## src/rtl/rws_pkg.sv

```systemverilog
`default_nettype none
package rws_pkg;

  // Field widths of the command and result words
  localparam int unsigned OP_W   = 2;
  localparam int unsigned FIT_W  = 24;  // UQ16.8 fitness
  localparam int unsigned RND_W  = 16;  // UQ0.16 random fraction
  localparam int unsigned SEL_W  = 6;   // index fields
  localparam int unsigned SUM_W  = 30;  // prefix sums and total, units of 2^-8

  localparam int unsigned MAX_ENTRIES_DEF = 64;

  // Saturation ceiling of the running total
  localparam logic [SUM_W-1:0] SUM_MAX = {SUM_W{1'b1}};

  typedef enum logic [OP_W-1:0] {
    OP_CLEAR = 2'd0,
    OP_LOAD  = 2'd1,
    OP_DRAW  = 2'd2
  } op_e;

  // Command word
  typedef struct packed {
    logic [OP_W-1:0]  operation;
    logic [FIT_W-1:0] fitness;
    logic [RND_W-1:0] random_fraction;
    logic [SEL_W-1:0] uniform_index;
  } rws_in_t;

  // Result word
  typedef struct packed {
    logic [SEL_W-1:0] selected;
    logic             used_uniform;
    logic             no_entries;
  } rws_out_t;

  // Search token walking along the cell chain
  typedef struct packed {
    logic             vld;
    logic [SUM_W-1:0] target;
  } rws_tok_t;

endpackage
`default_nettype wire

```

## src/rtl/rws_cell.sv

```systemverilog
`default_nettype none
// One wheel slot: holds a prefix sum and tests the passing search token.
module rws_cell #(
  parameter int unsigned IDX   = 0,
  parameter int unsigned IDX_W = 6,
  parameter int unsigned CNT_W = 7
) (
  input  wire logic                        clk_i,
  input  wire logic                        rst_ni,
  input  wire logic                        wr_en_i,
  input  wire logic [IDX_W-1:0]            wr_idx_i,
  input  wire logic [rws_pkg::SUM_W-1:0]   wr_data_i,
  input  wire logic [CNT_W-1:0]            count_i,
  input  wire rws_pkg::rws_tok_t           tok_i,
  output rws_pkg::rws_tok_t                tok_o,
  output logic                             hit_o
);

  localparam logic [IDX_W-1:0] MY_IDX  = IDX_W'(IDX);
  localparam logic [CNT_W-1:0] MY_NEXT = CNT_W'(IDX + 1);

  logic [rws_pkg::SUM_W-1:0] prefix_q;
  rws_pkg::rws_tok_t         tok_q;
  logic                      is_last;

  // Prefix sum store, written once per load
  always_ff @(posedge clk_i) begin
    if (wr_en_i && (wr_idx_i == MY_IDX)) begin
      prefix_q <= wr_data_i;
    end
  end

  // Token stage
  always_ff @(posedge clk_i or negedge rst_ni) begin
    if (!rst_ni) begin
      tok_q.vld    <= 1'b0;
      tok_q.target <= '0;
    end else begin
      tok_q <= tok_i;
    end
  end

  // Stop on first prefix above target, or at the last loaded slot
  assign is_last = (count_i == MY_NEXT);
  assign hit_o   = tok_q.vld && ((prefix_q > tok_q.target) || is_last);

  always_comb begin
    tok_o     = tok_q;
    tok_o.vld = tok_q.vld && !hit_o;
  end

endmodule
`default_nettype wire
```

## config.mk

```make
export PLATFORM = sky130hd
export DESIGN_NAME = rws_cell
export DESIGN_NICKNAME = d
export VERILOG_FILES = /design/src/rtl/rws_pkg.sv /design/src/rtl/rws_cell.sv
export SDC_FILE = /design/constraint.sdc
export NUM_CORES = 1
export LEC_CHECK = 0
export ABC_CLOCK_PERIOD_IN_PS = 1900
export CORE_MARGIN = 2
export CORE_UTILIZATION = 43
export CTS_CLUSTER_DIAMETER = 30
export DETAILED_ROUTE_END_ITERATION = 10
export DONT_BUFFER_PORTS = 1
export PLACE_DENSITY_LB_ADDON = 0.2
export SYNTH_ARGS = -nofsm -noshare
export SYNTH_HDL_FRONTEND = slang
export SYNTH_SLANG_ARGS = --single-unit
```

## constraint.sdc

```tcl
create_clock -name clk_i -period 1.9 [get_ports clk_i]
set_clock_uncertainty 0.05 [all_clocks]
set_input_delay 0.095 -clock clk_i [delete_from_list [all_inputs] [get_ports clk_i]]
set_output_delay 0.095 -clock clk_i [all_outputs]
set_load 0.02 [all_outputs]
```

==> results of run 1 <==
-- critical path, cell delays in order, from the launching register on --
cell	delay, ps
dfrtp_1	350
inv_1	50
ha_1	300
a21o_1	190
nand3_2	80
a2111oi_2	70
nor4_2	320
a22o_1	260
and3_4	250
-- per-stage QoR --
step / util (%) / instance area [um^2] / power (mW)
floorplan: - / 2759 / 1.641
global placement: 46.47 / 2900 / 1.671
detailed placement: 46.47 / 2900 / 1.676
CTS: 60.20 / 3757 / 2.945
global route: 61.41 / 3832 / 3.056
finish: 61.41 / 3832 / 2.931
-- path summary, 6_finish.rpt --
kind | to | slack [ps] | cells past startpoint
setup / recovery | tok_o[30] | -460 | 8
hold / removal | prefix_q[26] | 110 | 2
max in group asynchronous | tok_o[9] | 1450 | 2
min in group asynchronous | tok_o[19] | 170 | 2
-- power by group through the flow --
stage          registers [mW]  logic [mW]  clock network [mW]
6_report                 1.45       0.341                1.14
5_1_grt                  1.45       0.373                1.23
4_1_cts                  1.45       0.329                1.17
3_5_place_dp             1.47       0.202                   0
3_3_place_gp             1.47       0.199                   0
2_1_floorplan            1.47       0.174                   0
-- sequential cells by signal (all words and copies together), names as in the netlist --
signal	cells
tok_o	30
prefix_q	30
tok_q	1
-- logic make-up (layout without fill, tap and decap cells) --
| group | count (synthesis) | count (layout) | synth area share [%] |
|---|---|---|---|
| AO/OA/AOI/OAI | 25 | 25 | 5.955 |
| adder cells (fa/ha/maj) | 30 | 30 | 13.74 |
| buffers and inverters | 61 | 147 | 12.51 |
| flip-flops | 61 | 61 | 61.38 |
| AND/OR/NAND/NOR | 25 | 25 | 6.413 |
-- synth_stat cells --
master,count,area share (%)
a2111oi_1,1,0.37
a211oi_1,1,0.27
a21boi_1,1,0.27
a21o_1,6,1.6
a21oi_1,8,1.5
a221o_1,1,0.37
a22o_1,1,0.32
a31oi_1,1,0.23
and3_1,2,0.46
and4_1,1,0.32
and4_2,1,0.37
buf_4,30,8.2
dfrtp_1,31,28
edfxtp_1,30,33
ha_1,30,14
inv_1,31,4.3
nand2_1,4,0.55
nand3_1,4,0.73
nand4_1,2,0.46
nand4_2,2,0.92
nand4_4,1,0.78
nor2_1,1,0.14
nor2b_1,1,0.23
nor3_1,1,0.18
nor4_1,4,0.92
o21ai_0,3,0.55
o21ai_1,1,0.18
o21bai_1,1,0.27
or4b_2,1,0.37
-- layout make-up --
cell class | instances | share of cell area [%]
timing repair buffer | 101 | 24.16
tap | 77 | 2.514
clock inverter | 1 | 0.7835
inverter | 31 | 3.036
sequential | 61 | 43.75
multi-input combinational | 80 | 21.51
clock buffer | 14 | 4.244
-- what timing repair did --
action	in CTS	in global routing
resized for setup	3	10
setup endpoints to repair	2	2
pin swaps	0	7
endpoints found under the hold margin	92	0
buffers inserted	0	2
hold buffers	63	0
-- per-layer routing --
metal	wire (um)	vias up	GRT usage (%)	share of wire [%]
met2	3038	67	30.47	54
met5	0	-	0	0
met4	109	0	6.745	1.9
met1	2125	824	19.01	38
li1	-	838	-	-
met3	344	11	5.836	6.1
==> results by group, run 1 <==
CTS
  • # clock sinks: 61
  • CTS H-tree depth: 3
  • Clock root cell: clkbuf_8
  • CTS tree: yes
  • Cts bufs inserted: 9
  • Clk slew on worst S/H paths: 70 ps
  • Max clock buf depth: 2

GRT
  • Vias in the first global route: 1,966
  • Tot GR Track Use: 17.23%
  • Pin count of the biggest net entering global routing: 32
  • Total congestion overflow: 0
  • First-pass GRT wire length: 9183 um
  • Initial antenna violation count: 0

Worst setup path
  • Critical path peak fanout: 2
  • Start point of the critical path: tok_o[15]
  • Worst Setup End Kind: output pin
  • Startpoint Class: flip-flop
  • Worst Path Arrival: 2210 ps
  • Critical path class: reg2out
  • CP Data Required Time: 1750 ps

STA
  • Tightest Pin Transition: 309.8 ps
  • Fmax: 424.3 MHz
  • Hold Slack: 108.0 ps
  • Max_slew headroom: 79.31%
  • Total negative slack: -870.0 ps
  • Fin crit share: 124.0%
  • Setup Viol. Count Final: 2
  • Max Slew Vio Count: 0
  • Setup ws final: -456.9 ps
  • RSZ-0062 raised after global routing: true
  • Min cycle time layout: 2357 ps
  • Final Hold Viols: 0

Final layout
  • Final nets: 391
  • Antenna cells: 0
  • FF/Latch Area: 1677 um^2
  • Final Non-Filler Cells: 365
  • FILL cells: 506
  • Area grow syn2layout: 40.31%
  • Commonest non-fill, non-tap cells in the layout: 62 x dlygate4sd3_1, 38 x buf_4, 31 x dfrtp_1
  • Most common cell after layout, fill and taps aside: dlygate4sd3_1
  • Fraction of layout cells with a size suffix above 1: 23.96%
  • Area occupied by multi-input gates: 824.5 um^2

Yosys
  • Yosys cell types: 29
  • Mapped Avg Cell Area: 13.52 um^2
  • Post-synthesis register bit count: 61
  • Seq/Total Area, Yosys: 61.38%
  • Mapped Cells: 202
  • Synth Net Count: 309
  • Synth warn: 0
  • Mapped cell area: 2731 um^2

Placed design
  • Hpwl dp: 3764 um
  • Dpl cells: 285
  • Routability Congestion: 0.7617
  • IO Port Bufs: 0
  • Pre-CTS WS: -143.0 ps

Flow run
  • Max-cap violations: 0

Power and ir drop
  • Peak VDD IR: 0.5563 mV
  • Sw power: 0.6456 mW
  • Clk pwr share: 39.0%
  • Combinational power share: 11.6%
  • P_leak: 1.718 nW
  • Reg power frac: 49.3%
  • Switch share: 22.03%
  • Internal power: 2.285 mW
  • Pwr Density: 764.8 nW/um^2

Floorplanning
  • Core area: 6241 um^2
  • DIE AREA: 7006 um^2
  • Die Y: 83.70 um
  • Die width: 83.70 um
  • Cell Rows: 29
  • # IOs: 109
  • Starting Density: 43.77%

Routing
  • Routed Wire Length: 5618 um
  • Via-to-Cell Ratio: 4.767
  • DR WL/cell: 15.39 um
  • DRC: 0
  • Routed via count: 1,740
  • Detailed router's first-iteration violation count: 37
  • Antenna Violating Nets Remaining: 0
  • Drt pass-1 iters: 4

Outcome
  • Status: finished, violations left
  • Failing checks: setup timing

Worst hold path
  • Hold path startpoint: wr_idx_i[3]
  • Hold/Removal Path Class: in2reg
Note: power is estimated with default switching activity, not from simulation.
==> inputs of run 2 (changes only) <==
--- a/config.mk
+++ b/config.mk
@@ -6,12 +6,14 @@
 export NUM_CORES = 1
 export LEC_CHECK = 0
 export ABC_CLOCK_PERIOD_IN_PS = 1900
-export CORE_MARGIN = 2
+export CAP_MARGIN = 0
+export CORE_MARGIN = 5
 export CORE_UTILIZATION = 43
 export CTS_CLUSTER_DIAMETER = 30
 export DETAILED_ROUTE_END_ITERATION = 10
 export DONT_BUFFER_PORTS = 1
 export PLACE_DENSITY_LB_ADDON = 0.2
+export SETUP_SLACK_MARGIN = 0.3
 export SYNTH_ARGS = -nofsm -noshare
 export SYNTH_HDL_FRONTEND = slang
 export SYNTH_SLANG_ARGS = --single-unit
==> results by group, run 2 (synthesis gave the netlist of run 1 again) <==
Final layout
  • Commonest non-fill, non-tap cells in the layout: 62 x dlygate4sd3_1, 33 x buf_4, 31 x inv_1, 31 x dfrtp_1, 30 x edfxtp_1
  • Final nets: 387 (-1.0%)
  • FILL cells: 477 (-5.7%)
  • Final Non-Filler Cells: 360 (-1.4%)
  • Final Core Density: 61.23% (-0.18 points)
  • Most common cell after layout, fill and taps aside: dlygate4sd3_1
  • Antenna cells: 0 (unchanged)
  • Fraction of layout cells with a size suffix above 1: 24.03% (+0.070 points)
  • Post-route cell area: 3844 um^2 (+0.29%)
  • Area grow syn2layout: 40.72%

GRT
  • Initial antenna violation count: 0 (unchanged)
  • Vias in the first global route: 2,082 (+5.9%)
  • Pin count of the biggest net entering global routing: 32 (unchanged)
  • Total congestion overflow: 0 (unchanged)
  • Tot GR Track Use: 15.73% (-1.5 points)
  • First-pass GRT wire length: 9880 um (+7.6%)

Routing
  • DR WL/cell: 16.74 um (+8.8%)
  • Routed Wire Length: 6026 um (+7.3%)
  • DRC: 0 (unchanged)
  • Routed via count: 1,709 (-1.8%)
  • Via-to-Cell Ratio: 4.747 (-0.42%)
  • Drt pass-1 iters: 4 (unchanged)
  • Antenna Violating Nets Remaining: 0 (unchanged)
  • Detailed router's first-iteration violation count: 60 (+62%)

Outcome
  • Failing checks: setup timing
  • Status: finished, violations left

CTS
  • # clock sinks: 61 (unchanged)
  • CTS tree: yes
  • Cts bufs inserted: 9 (unchanged)
  • Clock root cell: clkbuf_8
  • CTS H-tree depth: 3 (unchanged)
  • Max clock buf depth: 2 (unchanged)
  • Clk slew on worst S/H paths: 70 ps (about the same)

Worst setup path
  • Critical path peak fanout: 2 (unchanged)
  • Startpoint Class: flip-flop
  • Critical path class: reg2out
  • Worst Path Arrival: 2210 ps (about the same)
  • CP Data Required Time: 1750 ps (about the same)
  • Worst Setup End Kind: output pin

Floorplanning
  • DIE AREA: 8046 um^2 (+15%)
  • Core area: 6277 um^2 (+0.58%)
  • Die Y: 89.70 um (+7.2%)
  • Cell Rows: 29 (unchanged)
  • # IOs: 109 (unchanged)
  • Starting Density: 43.51% (-0.25 points)
  • Die width: 89.70 um (+7.2%)

STA
  • Setup Viol. Count Final: 2 (unchanged)
  • Fmax: 424.8 MHz (+0.12%)
  • Max_slew headroom: 80.07% (+0.76 points)
  • Hold Slack: 81.61 ps (-26.41 ps)
  • RSZ-0062 raised after global routing: true
  • Tightest Pin Transition: 296.7 ps (-13.11 ps)
  • Min cycle time layout: 2354 ps (-2.908 ps)
  • Setup ws final: -454.0 ps (+2.908 ps)
  • Fin crit share: 123.9% (-0.15 points)
  • Final Hold Viols: 0 (unchanged)
  • Max Slew Vio Count: 0 (unchanged)

Flow run
  • Max-cap violations: 0 (unchanged)

Power and ir drop
  • P_leak: 1.703 nW (-0.86%)
  • Pwr Density: 718.1 nW/um^2 (-6.1%)
  • Peak VDD IR: 0.5450 mV (-2.0%)

Worst hold path
  • Hold/Removal Path Class: in2reg

Placed design
  • IO Port Bufs: 0 (unchanged)
  • Post-DP Area: 2934 um^2 (+1.2%)
  • Dpl cells: 283 (-0.70%)
  • Hpwl dp: 4079 um (+8.4%)
  • Routability Congestion: 0.6875 (-9.7%)
  • Pre-CTS WS: -170.8 ps (-27.74 ps)
[run 2: final timing paths]
check	from	cells after the start	endpoint	slack, ps
max	prefix_q[15]	8	hit_o	-450
max in group asynchronous	rst_ni	2	tok_o[25]	1450
min in group asynchronous	rst_ni	2	tok_o[15]	170
min	wr_idx_i[3]	2	prefix_q[10]	80
[run 2: critical path: stages (launching register included)]
cell       delay [ps]
edfxtp_1          380
ha_1              320
a21o_1            130
nand3_2            80
a2111oi_4         330
nor4_2             70
buf_4             140
a22o_4            230
a21boi_4          200
[run 2: report_power, final]
part / internal (mW) / total (mW) / switching, mW
combinational: 0.190 / 0.349 / 0.159
sequential: 1.43 / 1.45 / 0.0207
clock: 0.487 / 0.964 / 0.477
[run 2: metrics by stage]
stage | setup TNS (ps) | power (mW)
after global placement | -223.9 | 1.677
after global routing | -1135 | 2.895
after detailed placement | -340.0 | 1.683
after CTS | -908.3 | 2.769
final | -880.3 | 2.760
after floorplan | -7735 | 1.646
[run 2: layout make-up]
class | instances | area, um^2 | area share, %
clock buffer | 11 | 141.4 | 3.678
inverter | 31 | 116.4 | 3.027
timing repair buffer | 97 | 908.4 | 23.63
tap | 77 | 96.34 | 2.507
multi-input combinational | 80 | 889.6 | 23.14
sequential | 61 | 1677 | 43.62
clock inverter | 3 | 15.01 | 0.3906
[run 2: repair_timing]
action                     CTS  global route
setup endpoints to repair    2             2
gates resized for setup     10             3
hold endpoints to repair    92             0
pin swaps                    4             1
hold buffers                63             0
buffers inserted             0             0
[run 2: per-layer routing]
metal | global-route usage [%] | part of all wire, % | vias up
met5 | 0 | 0 | -
met4 | 5.668 | 1.7 | 0
met3 | 6.010 | 7.0 | 12
met1 | 15.51 | 36 | 795
met2 | 29.45 | 56 | 70
li1 | - | - | 832
